==> config.mk <==
export PLATFORM = sky130hd
export DESIGN_NAME = segfl_ctrl
export DESIGN_NICKNAME = d
export VERILOG_FILES = /design/src/rtl/segfl_pkg.sv /design/src/rtl/segfl_ctrl.sv
export SDC_FILE = /design/constraint.sdc
export NUM_CORES = 2
export LEC_CHECK = 0
export BUFFER_PORTS_ARGS = -buffer_cell sky130_fd_sc_hd__buf_2
export CELL_PAD_IN_SITES_DETAIL_PLACEMENT = 1
export CELL_PAD_IN_SITES_GLOBAL_PLACEMENT = 2
export CORE_MARGIN = 8
export CORE_UTILIZATION = 35
export DETAILED_ROUTE_END_ITERATION = 10
export PLACE_DENSITY_LB_ADDON = 0.1
export SETUP_SLACK_MARGIN = 0.02
export SLEW_MARGIN = 20
export SYNTH_ARGS = -nofsm -noshare
export SYNTH_HDL_FRONTEND = slang
export SYNTH_SLANG_ARGS = --single-unit
export TNS_END_PERCENT = 30
==> constraint.sdc <==
create_clock -name clk_i -period 30.3 [get_ports clk_i]
set_input_delay 3.03 -clock clk_i [delete_from_list [all_inputs] [get_ports clk_i]]
set_output_delay 3.03 -clock clk_i [all_outputs]
set_load 0.02 [all_outputs]
==> src/rtl/segfl_pkg.sv <==
package segfl_pkg;

  localparam int unsigned DefSlots   = 64;
  localparam int unsigned ClassCount = 10;
  localparam int unsigned AddrW      = 48;
  localparam int unsigned SizeW      = 32;
  localparam int unsigned ClassW     = 4;
  localparam int unsigned AgeW       = 32;
  localparam int unsigned TotalW     = 39;
  localparam int unsigned OutCntW    = 7;
  localparam int unsigned CmdW       = 2;
  localparam int unsigned StatW      = 2;
  localparam int unsigned MinRem     = 16;
  localparam int unsigned MinClass   = 16;

  typedef enum logic [CmdW-1:0] {
    CmdAdd, CmdAlloc, CmdCoalesce, CmdNop
  } cmd_e;

  typedef enum logic [StatW-1:0] {
    StatOk, StatNoFit, StatFull
  } stat_e;

  typedef enum logic [3:0] {
    StIdle, StAdd, StScan, StTake, StSort1, StMerge, StFix, StSort2, StAssign, StFin
  } state_e;

  typedef struct packed {
    logic              valid;
    logic [AddrW-1:0]  addr;
    logic [SizeW-1:0]  size;
    logic [ClassW-1:0] cls;
    logic [AgeW-1:0]   age;
  } rec_t;

  typedef struct packed {
    logic shift;      // whole row moves one place toward the head
    logic head_load;  // head cell loads alone
    logic use_alt;    // head cell takes the alternate record
  } ring_ctl_t;

  function automatic logic [ClassW-1:0] class_of(logic [SizeW-1:0] size);
    logic [ClassW-1:0] c;
    c = '0;
    for (int k = 0; k < ClassCount - 1; k++) begin
      if (size > (SizeW'(MinClass) << k)) c = ClassW'(k + 1);
    end
    return c;
  endfunction

  // empty records order after all valid ones
  function automatic logic rec_gt(rec_t a, rec_t b);
    if (!a.valid) return b.valid;
    if (!b.valid) return 1'b0;
    return {a.addr, a.size} > {b.addr, b.size};
  endfunction

endpackage

==> src/rtl/segfl_ctrl.sv <==
module segfl_ctrl #(
  parameter int unsigned Slots = segfl_pkg::DefSlots
) (
  input  logic                                clk_i,
  input  logic                                rst_ni,
  input  logic                                start_i,
  input  logic [segfl_pkg::CmdW-1:0]          command_i,
  input  logic [segfl_pkg::AddrW-1:0]         block_address_i,
  input  logic [segfl_pkg::SizeW-1:0]         byte_size_i,
  input  segfl_pkg::rec_t                     h0_i,
  input  segfl_pkg::rec_t                     h1_i,
  output segfl_pkg::rec_t                     tail_o,
  output segfl_pkg::rec_t                     alt_o,
  output segfl_pkg::ring_ctl_t                ctl_o,
  output logic                                busy_o,
  output logic                                done_o,
  output logic [segfl_pkg::StatW-1:0]         status_o,
  output logic [segfl_pkg::AddrW-1:0]         granted_address_o,
  output logic [segfl_pkg::OutCntW-1:0]       merge_count_o,
  output logic [segfl_pkg::TotalW-1:0]        free_bytes_o,
  output logic [segfl_pkg::OutCntW-1:0]       block_total_o
);

  localparam int unsigned IW = (Slots > 1) ? $clog2(Slots) : 1;
  localparam int unsigned CW = $clog2(Slots + 1);
  localparam int unsigned AW = segfl_pkg::AddrW;
  localparam int unsigned SW = segfl_pkg::SizeW;
  localparam int unsigned TW = segfl_pkg::TotalW;

  segfl_pkg::state_e state_q, state_d;

  logic [IW-1:0]   pos_q, pass_q, best_idx_q;
  logic [SW:0]     req_q;
  logic [AW-1:0]   addr_q, best_addr_q, gaddr_q;
  logic [SW-1:0]   size_q, best_size_q, best_dist_q;
  logic [segfl_pkg::ClassW-1:0] best_cls_q;
  logic            best_v_q, flag_q, done_q;
  logic [segfl_pkg::AgeW-1:0] ctr_q;
  logic [TW-1:0]   ft_q, ft_d;
  logic [CW-1:0]   cnt_q, cnt_d, mrg_q;
  logic [segfl_pkg::OutCntW-1:0] mout_q;
  segfl_pkg::stat_e stat_q;
  segfl_pkg::rec_t acc_q;

  logic            accept, last_pos, last_pass, take_hit, slot_free, need_ins;
  logic            fit, better, mergeable, gt, ins, rm;
  logic [SW:0]     round;
  logic [SW-1:0]   rem, age_gap, ins_size;
  logic [AW:0]     acc_end;
  logic [SW:0]     size_sum;

  function automatic segfl_pkg::rec_t mk_rec(logic [AW-1:0] a, logic [SW-1:0] s,
                                             logic [segfl_pkg::AgeW-1:0] age);
    segfl_pkg::rec_t r;
    r.valid = 1'b1;
    r.addr  = a;
    r.size  = s;
    r.cls   = segfl_pkg::class_of(s);
    r.age   = age;
    return r;
  endfunction

  assign busy_o    = (state_q != segfl_pkg::StIdle);
  assign accept    = start_i && !busy_o;
  assign last_pos  = (pos_q == IW'(Slots - 1));
  assign last_pass = (pass_q == IW'(Slots - 1));
  assign round     = ({1'b0, byte_size_i} + (SW+1)'(7)) & ~(SW+1)'(7);
  assign rem       = best_size_q - req_q[SW-1:0];
  assign need_ins  = (rem >= SW'(segfl_pkg::MinRem));
  assign take_hit  = (pos_q == best_idx_q);
  assign slot_free = !h0_i.valid || ((state_q == segfl_pkg::StTake) && take_hit);
  assign fit       = h0_i.valid && ({1'b0, h0_i.size} >= req_q);
  assign age_gap   = ctr_q - h0_i.age;
  assign better    = fit && (!best_v_q || (h0_i.cls < best_cls_q) ||
                     ((h0_i.cls == best_cls_q) && (age_gap < best_dist_q)));
  assign acc_end   = {1'b0, acc_q.addr} + (AW+1)'(acc_q.size);
  assign size_sum  = {1'b0, acc_q.size} + {1'b0, h0_i.size};
  assign mergeable = acc_q.valid && h0_i.valid && (acc_end == {1'b0, h0_i.addr}) &&
                     !size_sum[SW];
  assign gt        = segfl_pkg::rec_gt(h0_i, h1_i);
  assign rm        = (state_q == segfl_pkg::StTake) && take_hit;

  // next state
  always_comb begin
    state_d = state_q;
    unique case (state_q)
      segfl_pkg::StIdle: begin
        if (accept) begin
          unique case (segfl_pkg::cmd_e'(command_i))
            segfl_pkg::CmdAdd:      state_d = segfl_pkg::StAdd;
            segfl_pkg::CmdAlloc:    state_d = round[SW] ? segfl_pkg::StFin : segfl_pkg::StScan;
            segfl_pkg::CmdCoalesce: state_d = segfl_pkg::StSort1;
            default:                state_d = segfl_pkg::StFin;
          endcase
        end
      end
      segfl_pkg::StAdd:    if (last_pos) state_d = segfl_pkg::StFin;
      segfl_pkg::StScan: begin
        if (last_pos) state_d = (best_v_q || better) ? segfl_pkg::StTake : segfl_pkg::StFin;
      end
      segfl_pkg::StTake:   if (last_pos) state_d = segfl_pkg::StFin;
      segfl_pkg::StSort1:  if (last_pos && last_pass) state_d = segfl_pkg::StMerge;
      segfl_pkg::StMerge:  if (last_pos) state_d = segfl_pkg::StFix;
      segfl_pkg::StFix:    state_d = segfl_pkg::StSort2;
      segfl_pkg::StSort2:  if (last_pos && last_pass) state_d = segfl_pkg::StAssign;
      segfl_pkg::StAssign: if (last_pos) state_d = segfl_pkg::StFin;
      segfl_pkg::StFin:    state_d = segfl_pkg::StIdle;
      default:             state_d = segfl_pkg::StIdle;
    endcase
  end

  // row control and head records
  always_comb begin
    ctl_o    = '0;
    tail_o   = h0_i;
    alt_o    = h1_i;
    ins      = 1'b0;
    ins_size = '0;
    unique case (state_q)
      segfl_pkg::StAdd: begin
        ctl_o.shift = 1'b1;
        if (!h0_i.valid && !flag_q) begin
          tail_o   = mk_rec(addr_q, size_q, ctr_q);
          ins      = 1'b1;
          ins_size = size_q;
        end
      end
      segfl_pkg::StScan: ctl_o.shift = 1'b1;
      segfl_pkg::StTake: begin
        ctl_o.shift = 1'b1;
        if (take_hit) tail_o.valid = 1'b0;
        if (slot_free && need_ins && !flag_q) begin
          tail_o   = mk_rec(best_addr_q + AW'(req_q), rem, ctr_q);
          ins      = 1'b1;
          ins_size = rem;
        end
      end
      segfl_pkg::StSort1, segfl_pkg::StSort2: begin
        ctl_o.shift = 1'b1;
        // bubble pass: larger record rides along the head, smaller goes to tail
        if (!last_pos) begin
          ctl_o.use_alt = 1'b1;
          tail_o = gt ? h1_i : h0_i;
          alt_o  = gt ? h0_i : h1_i;
        end
      end
      segfl_pkg::StMerge: begin
        ctl_o.shift = 1'b1;
        if (mergeable) tail_o.valid = 1'b0;
        else tail_o = acc_q;
      end
      segfl_pkg::StFix: begin
        // slot 0 is empty after the merge pass, park the last run there
        ctl_o.head_load = 1'b1;
        ctl_o.use_alt   = 1'b1;
        alt_o           = acc_q;
      end
      segfl_pkg::StAssign: begin
        ctl_o.shift = 1'b1;
        if (h0_i.valid) begin
          tail_o.age = ctr_q;
          tail_o.cls = segfl_pkg::class_of(h0_i.size);
          ins        = 1'b1;
          ins_size   = h0_i.size;
        end
      end
      default: ;
    endcase
  end

  always_comb begin
    ft_d  = ft_q + TW'(ins_size) - (rm ? TW'(best_size_q) : TW'(0));
    cnt_d = cnt_q + CW'(ins) - CW'(rm);
  end

  always_ff @(posedge clk_i or negedge rst_ni) begin
    if (!rst_ni) begin
      state_q  <= segfl_pkg::StIdle;
      pos_q    <= '0;
      pass_q   <= '0;
      ctr_q    <= '0;
      ft_q     <= '0;
      cnt_q    <= '0;
      mrg_q    <= '0;
      flag_q   <= 1'b0;
      best_v_q <= 1'b0;
      done_q   <= 1'b0;
    end else begin
      state_q <= state_d;
      done_q  <= (state_q == segfl_pkg::StFin);
      if (ctl_o.shift) pos_q <= last_pos ? '0 : pos_q + IW'(1);
      else pos_q <= '0;
      if ((state_q == segfl_pkg::StSort1) || (state_q == segfl_pkg::StSort2)) begin
        if (last_pos) pass_q <= last_pass ? '0 : pass_q + IW'(1);
      end else begin
        pass_q <= '0;
      end
      if (ins) ctr_q <= ctr_q + 1'b1;
      if (state_q == segfl_pkg::StFix) begin
        ft_q  <= '0;
        cnt_q <= '0;
      end else begin
        ft_q  <= ft_d;
        cnt_q <= cnt_d;
      end
      if (accept) begin
        flag_q   <= 1'b0;
        best_v_q <= 1'b0;
        mrg_q    <= '0;
      end else begin
        if (ins) flag_q <= 1'b1;
        if ((state_q == segfl_pkg::StScan) && better) best_v_q <= 1'b1;
        if ((state_q == segfl_pkg::StMerge) && mergeable) mrg_q <= mrg_q + 1'b1;
      end
    end
  end

  always_ff @(posedge clk_i) begin
    if (accept) begin
      stat_q  <= (segfl_pkg::cmd_e'(command_i) == segfl_pkg::CmdAlloc && round[SW]) ?
                 segfl_pkg::StatNoFit : segfl_pkg::StatOk;
      gaddr_q <= '0;
      mout_q  <= '0;
      req_q   <= round;
      addr_q  <= block_address_i;
      size_q  <= byte_size_i;
    end
    unique case (state_q)
      segfl_pkg::StAdd: begin
        if (last_pos && !(flag_q || ins)) stat_q <= segfl_pkg::StatFull;
      end
      segfl_pkg::StScan: begin
        if (better) begin
          best_idx_q  <= pos_q;
          best_addr_q <= h0_i.addr;
          best_size_q <= h0_i.size;
          best_cls_q  <= h0_i.cls;
          best_dist_q <= age_gap;
        end
        if (last_pos && !(best_v_q || better)) stat_q <= segfl_pkg::StatNoFit;
      end
      segfl_pkg::StTake: gaddr_q <= best_addr_q;
      segfl_pkg::StSort1: acc_q.valid <= 1'b0;
      segfl_pkg::StMerge: begin
        if (mergeable) acc_q.size <= size_sum[SW-1:0];
        else acc_q <= h0_i;
      end
      segfl_pkg::StAssign: mout_q <= segfl_pkg::OutCntW'(mrg_q);
      default: ;
    endcase
  end

  assign done_o            = done_q;
  assign status_o          = stat_q;
  assign granted_address_o = gaddr_q;
  assign merge_count_o     = mout_q;
  assign free_bytes_o      = ft_q;
  assign block_total_o     = segfl_pkg::OutCntW'(cnt_q);

endmodule

# Word level (Yosys, flattened, before mapping)
# Cells that the tools add are included.
# W data, S select, Z words.
# totals
out_inout_bits	342
input_bits	319
regBits	510
# op_classes
n_reduce_logical	46
bitwise_logic	1
muxes	94
n_addsub	14
n_eq_ne	24
n_lt_le_gt_ge	32
# ops
operator	n
$mux W117	6
$pmux W81 S4	1
$pmux W117 S2	1
$pmux W36 S5	1
$mux W32	5
$mux W4	32
$mux W116	1
$gt A32 B10 Y1 const B	3
$gt A32 B11 Y1 const B	3
$gt A32 B12 Y1 const B	3
$gt A32 B13 Y1 const B	3
$gt A32 B5 Y1 const B	3
$gt A32 B6 Y1 const B	3
$gt A32 B7 Y1 const B	3
$gt A32 B8 Y1 const B	3
$gt A32 B9 Y1 const B	3
$mux W48	2
$pmux W32 S3	1
$gt A80 B80 Y1	1
$sub A32 B32 Y32	2
$add A48 B32 Y49	1
$eq A49 B48 Y1	1
$mux W49	1
$add A48 B33 Y48	1
48 further kinds	127

# Longest topological paths before layout
# depth
depth_word	13
depth_mapped	31
ltp_nobuf	29

# Least setup slack after synthesis
# OpenSTA, ideal clock, no wires.
# synth_path
path_kind	input to register
startpoint	in h0_i[1] (netlist name)
endpoint	reg best_addr_q[0], enable pin
stages	21
setup_ns	0.676
path_buffers	0
arrival_time_ns	13.517
setup_slack_ns	16.107
cell_sequence	inv_1 ha_1 nor2b_1 o31a_1 o311ai_0 a31o_2 a31oi_1 a21o_1 a221o_1 o21a_1 a211o_1 a21o_1 a21oi_1 xnor2_1 ha_1 nand4_1 or2_2 nor4_1 a2111oi_0 nand3b_1 a31oi_1
# synth_via
elab_chain_len	6
# synth_rtl
element	line	rtl
start, declared	segfl_ctrl.sv:10	input segfl_pkg::rec_t h0_i,
$sub A32 B32 Y32	segfl_ctrl.sv:73	assign age_gap = ctr_q - h0_i.age;
via age_gap[29]	segfl_ctrl.sv:48	logic [SW-1:0] rem, age_gap, ins_size;
$lt A32 B32 Y1	segfl_ctrl.sv:75	((h0_i.cls == best_cls_q) && (age_gap < best_dist_q)));
$logic_and A1 B1 Y1	segfl_ctrl.sv:75	
$logic_or A1 B1 Y1	segfl_ctrl.sv:74	assign better = fit && (!best_v_q || (h0_i.cls < best_cls_q) ||
$logic_and A1 B1 Y1	segfl_ctrl.sv:74	
$reduce_and A2 Y1 (no source line)	n/a	
end signal, assigned	segfl_ctrl.sv:235	best_addr_q <= h0_i.addr;
end, declared	segfl_ctrl.sv:34	logic [AW-1:0] addr_q, best_addr_q, gaddr_q;
# The timed path passes the listed nets, and every way through them passes these cells.
# A chain may end at the register's enable or synchronous reset.

==> metrics.txt <==
status finished, violations left; failing checks design-rule violations; final setup fails 0; reg-to-reg setup timing slack between 20 and 25 ns; max cap viols 0; fmax 0.08009 GHz; total chip power 1.952 mW; Cell Area, Synth 41470 sq um; # fillers roughly 14000; final hold slack 0.5144 ns; drt pass-1 iters 11; Async SR Flop Fraction between 20% and 30%; CTS clock-pin slew for the worst setup and hold paths around 0.060 ns; start point of the critical path h0_i[67]; # port buffers 660; per-cell routed wire length 31.49 um; post_cts resized 0; Clock Latency Late Sink about 0.65 ns; dpl cells 6540; TNS Setup 0 ns; antenna violations before repair 24; post-synthesis sequential area ratio a little over a third; met1 wire length just over 90 mm; row cnt 126; buffer depth of the longest clock path 3; EDFF count, synth ~400; CTS Hold Buffers Added 0; static leakage 21.15 nW; Final Max Tran Viols 0; H-tree depth 3; CTS buffer count 71; worst IR drop on VDD between 0.03 and 0.04 mV; pwr/cell area 40.05 nW/um^2; Worst Setup Start Kind input port; global-route wire length before repair 300.4 mm; FF-to-FF path depth 29; Initial Util about a third; CTS tree done; ys flop type edfxtp_1; largest net degree at the start of global routing ~120; Final ANT Viol Nets 0; unrepaired setup endpoints after global routing no; post-CTS setup buffer count 0; top routing layer in use met5; total global routing overflow 0; average size of a mapped cell 9.220 sq um; CP endpoint kind output pin; Final Instance Count excl. Fillers 6682; CP max-delay cell a2111oi_0; Final nets 5782; worst setup path end tail_o[105]; Fin. Hold Viols 0; Sink Count 510; routed via count 40745; share of layout cells above drive strength 1 between 10% and 20%; Final Util roughly two fifths; RR Endpoint free_bytes_o[37]$_DFF_PN0_; minimum clock period 12.49 ns; Yosys Warn Count 0; final critical-path share of the clock period around two fifths; slew at the pin closest to its max-slew limit roughly 1.1 ns; met3 wire length approximately 16 mm; total die area 129800 sq um; Hold Path Class flop to flop; Core Region 117800 sq um; Gate Count Post-Synth 4498; Crit Path Class input port to output pin; R2R Path Start req_q[11]$_DFFE_PP_; Detail Route met2 WL ~94 mm; skew final 0.03780 ns; DRC Markers 11; Die X 360.2 um; Syn Nets about 5200; post-DP HPWL 166.0 mm; Worst Path Required 27.27 ns; Rel. slew slack 23.09%; Crit Path Max Fanout 74; critical path, cell by cell buf_2 > ha_1 > a2111oi_0 > o211ai_1 > nor4_1 > nand4_1 > nor4_1 > nand4_1 > a2111oi_0 > o2111a_1 > buf_4 > a21oi_4 > buf_6 > buf_4 > a211oi_1 > a211oi_1 > buf_2; Die H 360.2 um; Yosys cell types 92; Worst path max stage delay 0.97 ns; Area Overhead vs Synth 17.51%; average vias per placed instance 6.098; Root Driver clkbuf_16; GRT Total Usage 30.82%; Initial DRC Count about 4100; Arrival @ worst endpoint 9.46 ns; io pins around 660; WL final 210.4 mm; Final Wtd Congestion about 0.95; Synth Register Bits 510; vias in the first global route a little over 40000
==> critical path: cells and delay by family <==
kind | cells | cell delay (ns)
fa+ha+maj | 1 | 0.40
buf+inv | 5 | 1.71
compound gates | 7 | 3.06
simple gates | 4 | 0.94
==> synth_stat cells (53+ instances only) <==
library cell,instances,area (sq um)
o21ai_1,53,265.3
dfrtp_1,104,2603
nand4_1,89,556.8
a222oi_1,170,1702
o21ai_0,216,1081
nor2_1,248,930.9
xnor2_1,169,1480
nand2_1,267,1002
inv_1,528,1982
a21o_1,113,848.3
xor2_1,123,1077
a211oi_1,54,405.4
and2_1,120,750.7
clkbuf_1,165,619.3
nand3_1,99,495.5
nor3_1,61,305.3
ha_1,347,4342
edfxtp_1,404,12130
a21oi_1,250,1251
a221o_1,128,1281
==> per-stage QoR <==
| stage | cell area, sq um | worst slack (ns) |
|---|---|---|
| 5_1_grt | 48730 | 17.73 |
| 3_5_place_dp | 46430 | 18.11 |
| 3_3_place_gp | 46390 | 17.91 |
| 2_1_floorplan | 41470 | 16.11 |
| 4_1_cts | 48690 | 18.07 |
| 6_report | 48730 | 17.81 |
==> layout by cell type (no fill, tap or decap), drive strengths merged, types with 45 or more instances in the layout <==
| master | count |
|---|---|
| a211oi | 55 |
| a21o | 113 |
| a21oi | 252 |
| a221o | 128 |
| a222oi | 170 |
| and2 | 120 |
| and3 | 47 |
| buf | 715 |
| clkbuf | 94 |
| dfrtp | 104 |
| edfxtp | 404 |
| ha | 347 |
| inv | 537 |
| nand2 | 268 |
| nand2b | 45 |
| nand3 | 99 |
| nand4 | 89 |
| nor2 | 248 |
| nor3 | 61 |
| o21a | 52 |
| o21ai | 270 |
| xnor2 | 169 |
| xor2 | 123 |
==> cell families (layout without fill, tap and decap cells) <==
family,Yosys count,count (layout),synth area share (%)
AND/OR/NAND/NOR,1158,1158,14.24
XOR/XNOR,292,292,6.166
flip-flops,510,510,35.62
other,0,12,0
buffers and inverters,743,1379,6.863
multiplexers,15,15,0.3862
adder cells (fa/ha/maj),385,385,12.30
AO/OA/AOI/OAI,1395,1395,24.42
==> per-layer routing <==
layer / up-vias / GRT usage [%]
met5: - / 0
met4: 6 / 11.82
met3: 317 / 5.849
met2: 1827 / 48.80
met1: 20439 / 41.63
li1: 18156 / -
==> sequential cells by signal, indices dropped and copies added, names as in the netlist, 4 cells and up <==
signal	flops
best_size_q	32
free_bytes_o	39
block_total_o	7
best_addr_q	48
pos_q	6
size_q	32
merge_count_o	7
req_q	30
addr_q	48
mrg_q	7
pass_q	6
best_idx_q	6
acc_q	117
granted_address_o	48
best_cls_q	4
best_dist_q	32
state_q	4
ctr_q	32
==> how the worst min path moves through the flow <==
| stage | from | to | slack (ns) | cells past startpoint |
|---|---|---|---|---|
| after floorplan | ctr_q[16]$_DFFE_PN0P_ | ctr_q[16]$_DFFE_PN0P_ | 0.48 | 1 |
| after global placement | status_o[1]$_DFF_P_ | status_o[1]$_DFF_P_ | 0.46 | 2 |
| after detailed placement | ctr_q[31]$_DFFE_PN0P_ | ctr_q[31]$_DFFE_PN0P_ | 0.51 | 1 |
| after CTS | ctr_q[31]$_DFFE_PN0P_ | ctr_q[31]$_DFFE_PN0P_ | 0.52 | 1 |
| after global routing | status_o[1]$_DFF_P_ | status_o[1]$_DFF_P_ | 0.54 | 2 |
| final | ctr_q[31]$_DFFE_PN0P_ | ctr_q[31]$_DFFE_PN0P_ | 0.51 | 1 |
==> power breakdown <==
part           internal [mW]  leakage (nW)  switching (mW)
Sequential             0.757          4.76         0.00138
Combinational          0.117          15.3           0.232
Clock                  0.482          1.11           0.363
==> cell type report <==
type / instances / area [sq um] / area share [%]
inverter: 534 / 2014 / 4.134
clock buffer: 93 / 1951 / 4.003
sequential: 510 / 14770 / 30.32
antenna: 12 / 30.03 / 0.06162
clock inverter: 36 / 309.0 / 0.6341
timing repair buffer: 716 / 3756 / 7.707
tap: 1536 / 1922 / 3.944
multi-input combinational: 3245 / 23980 / 49.20
Power figures use the tool's default switching activity.
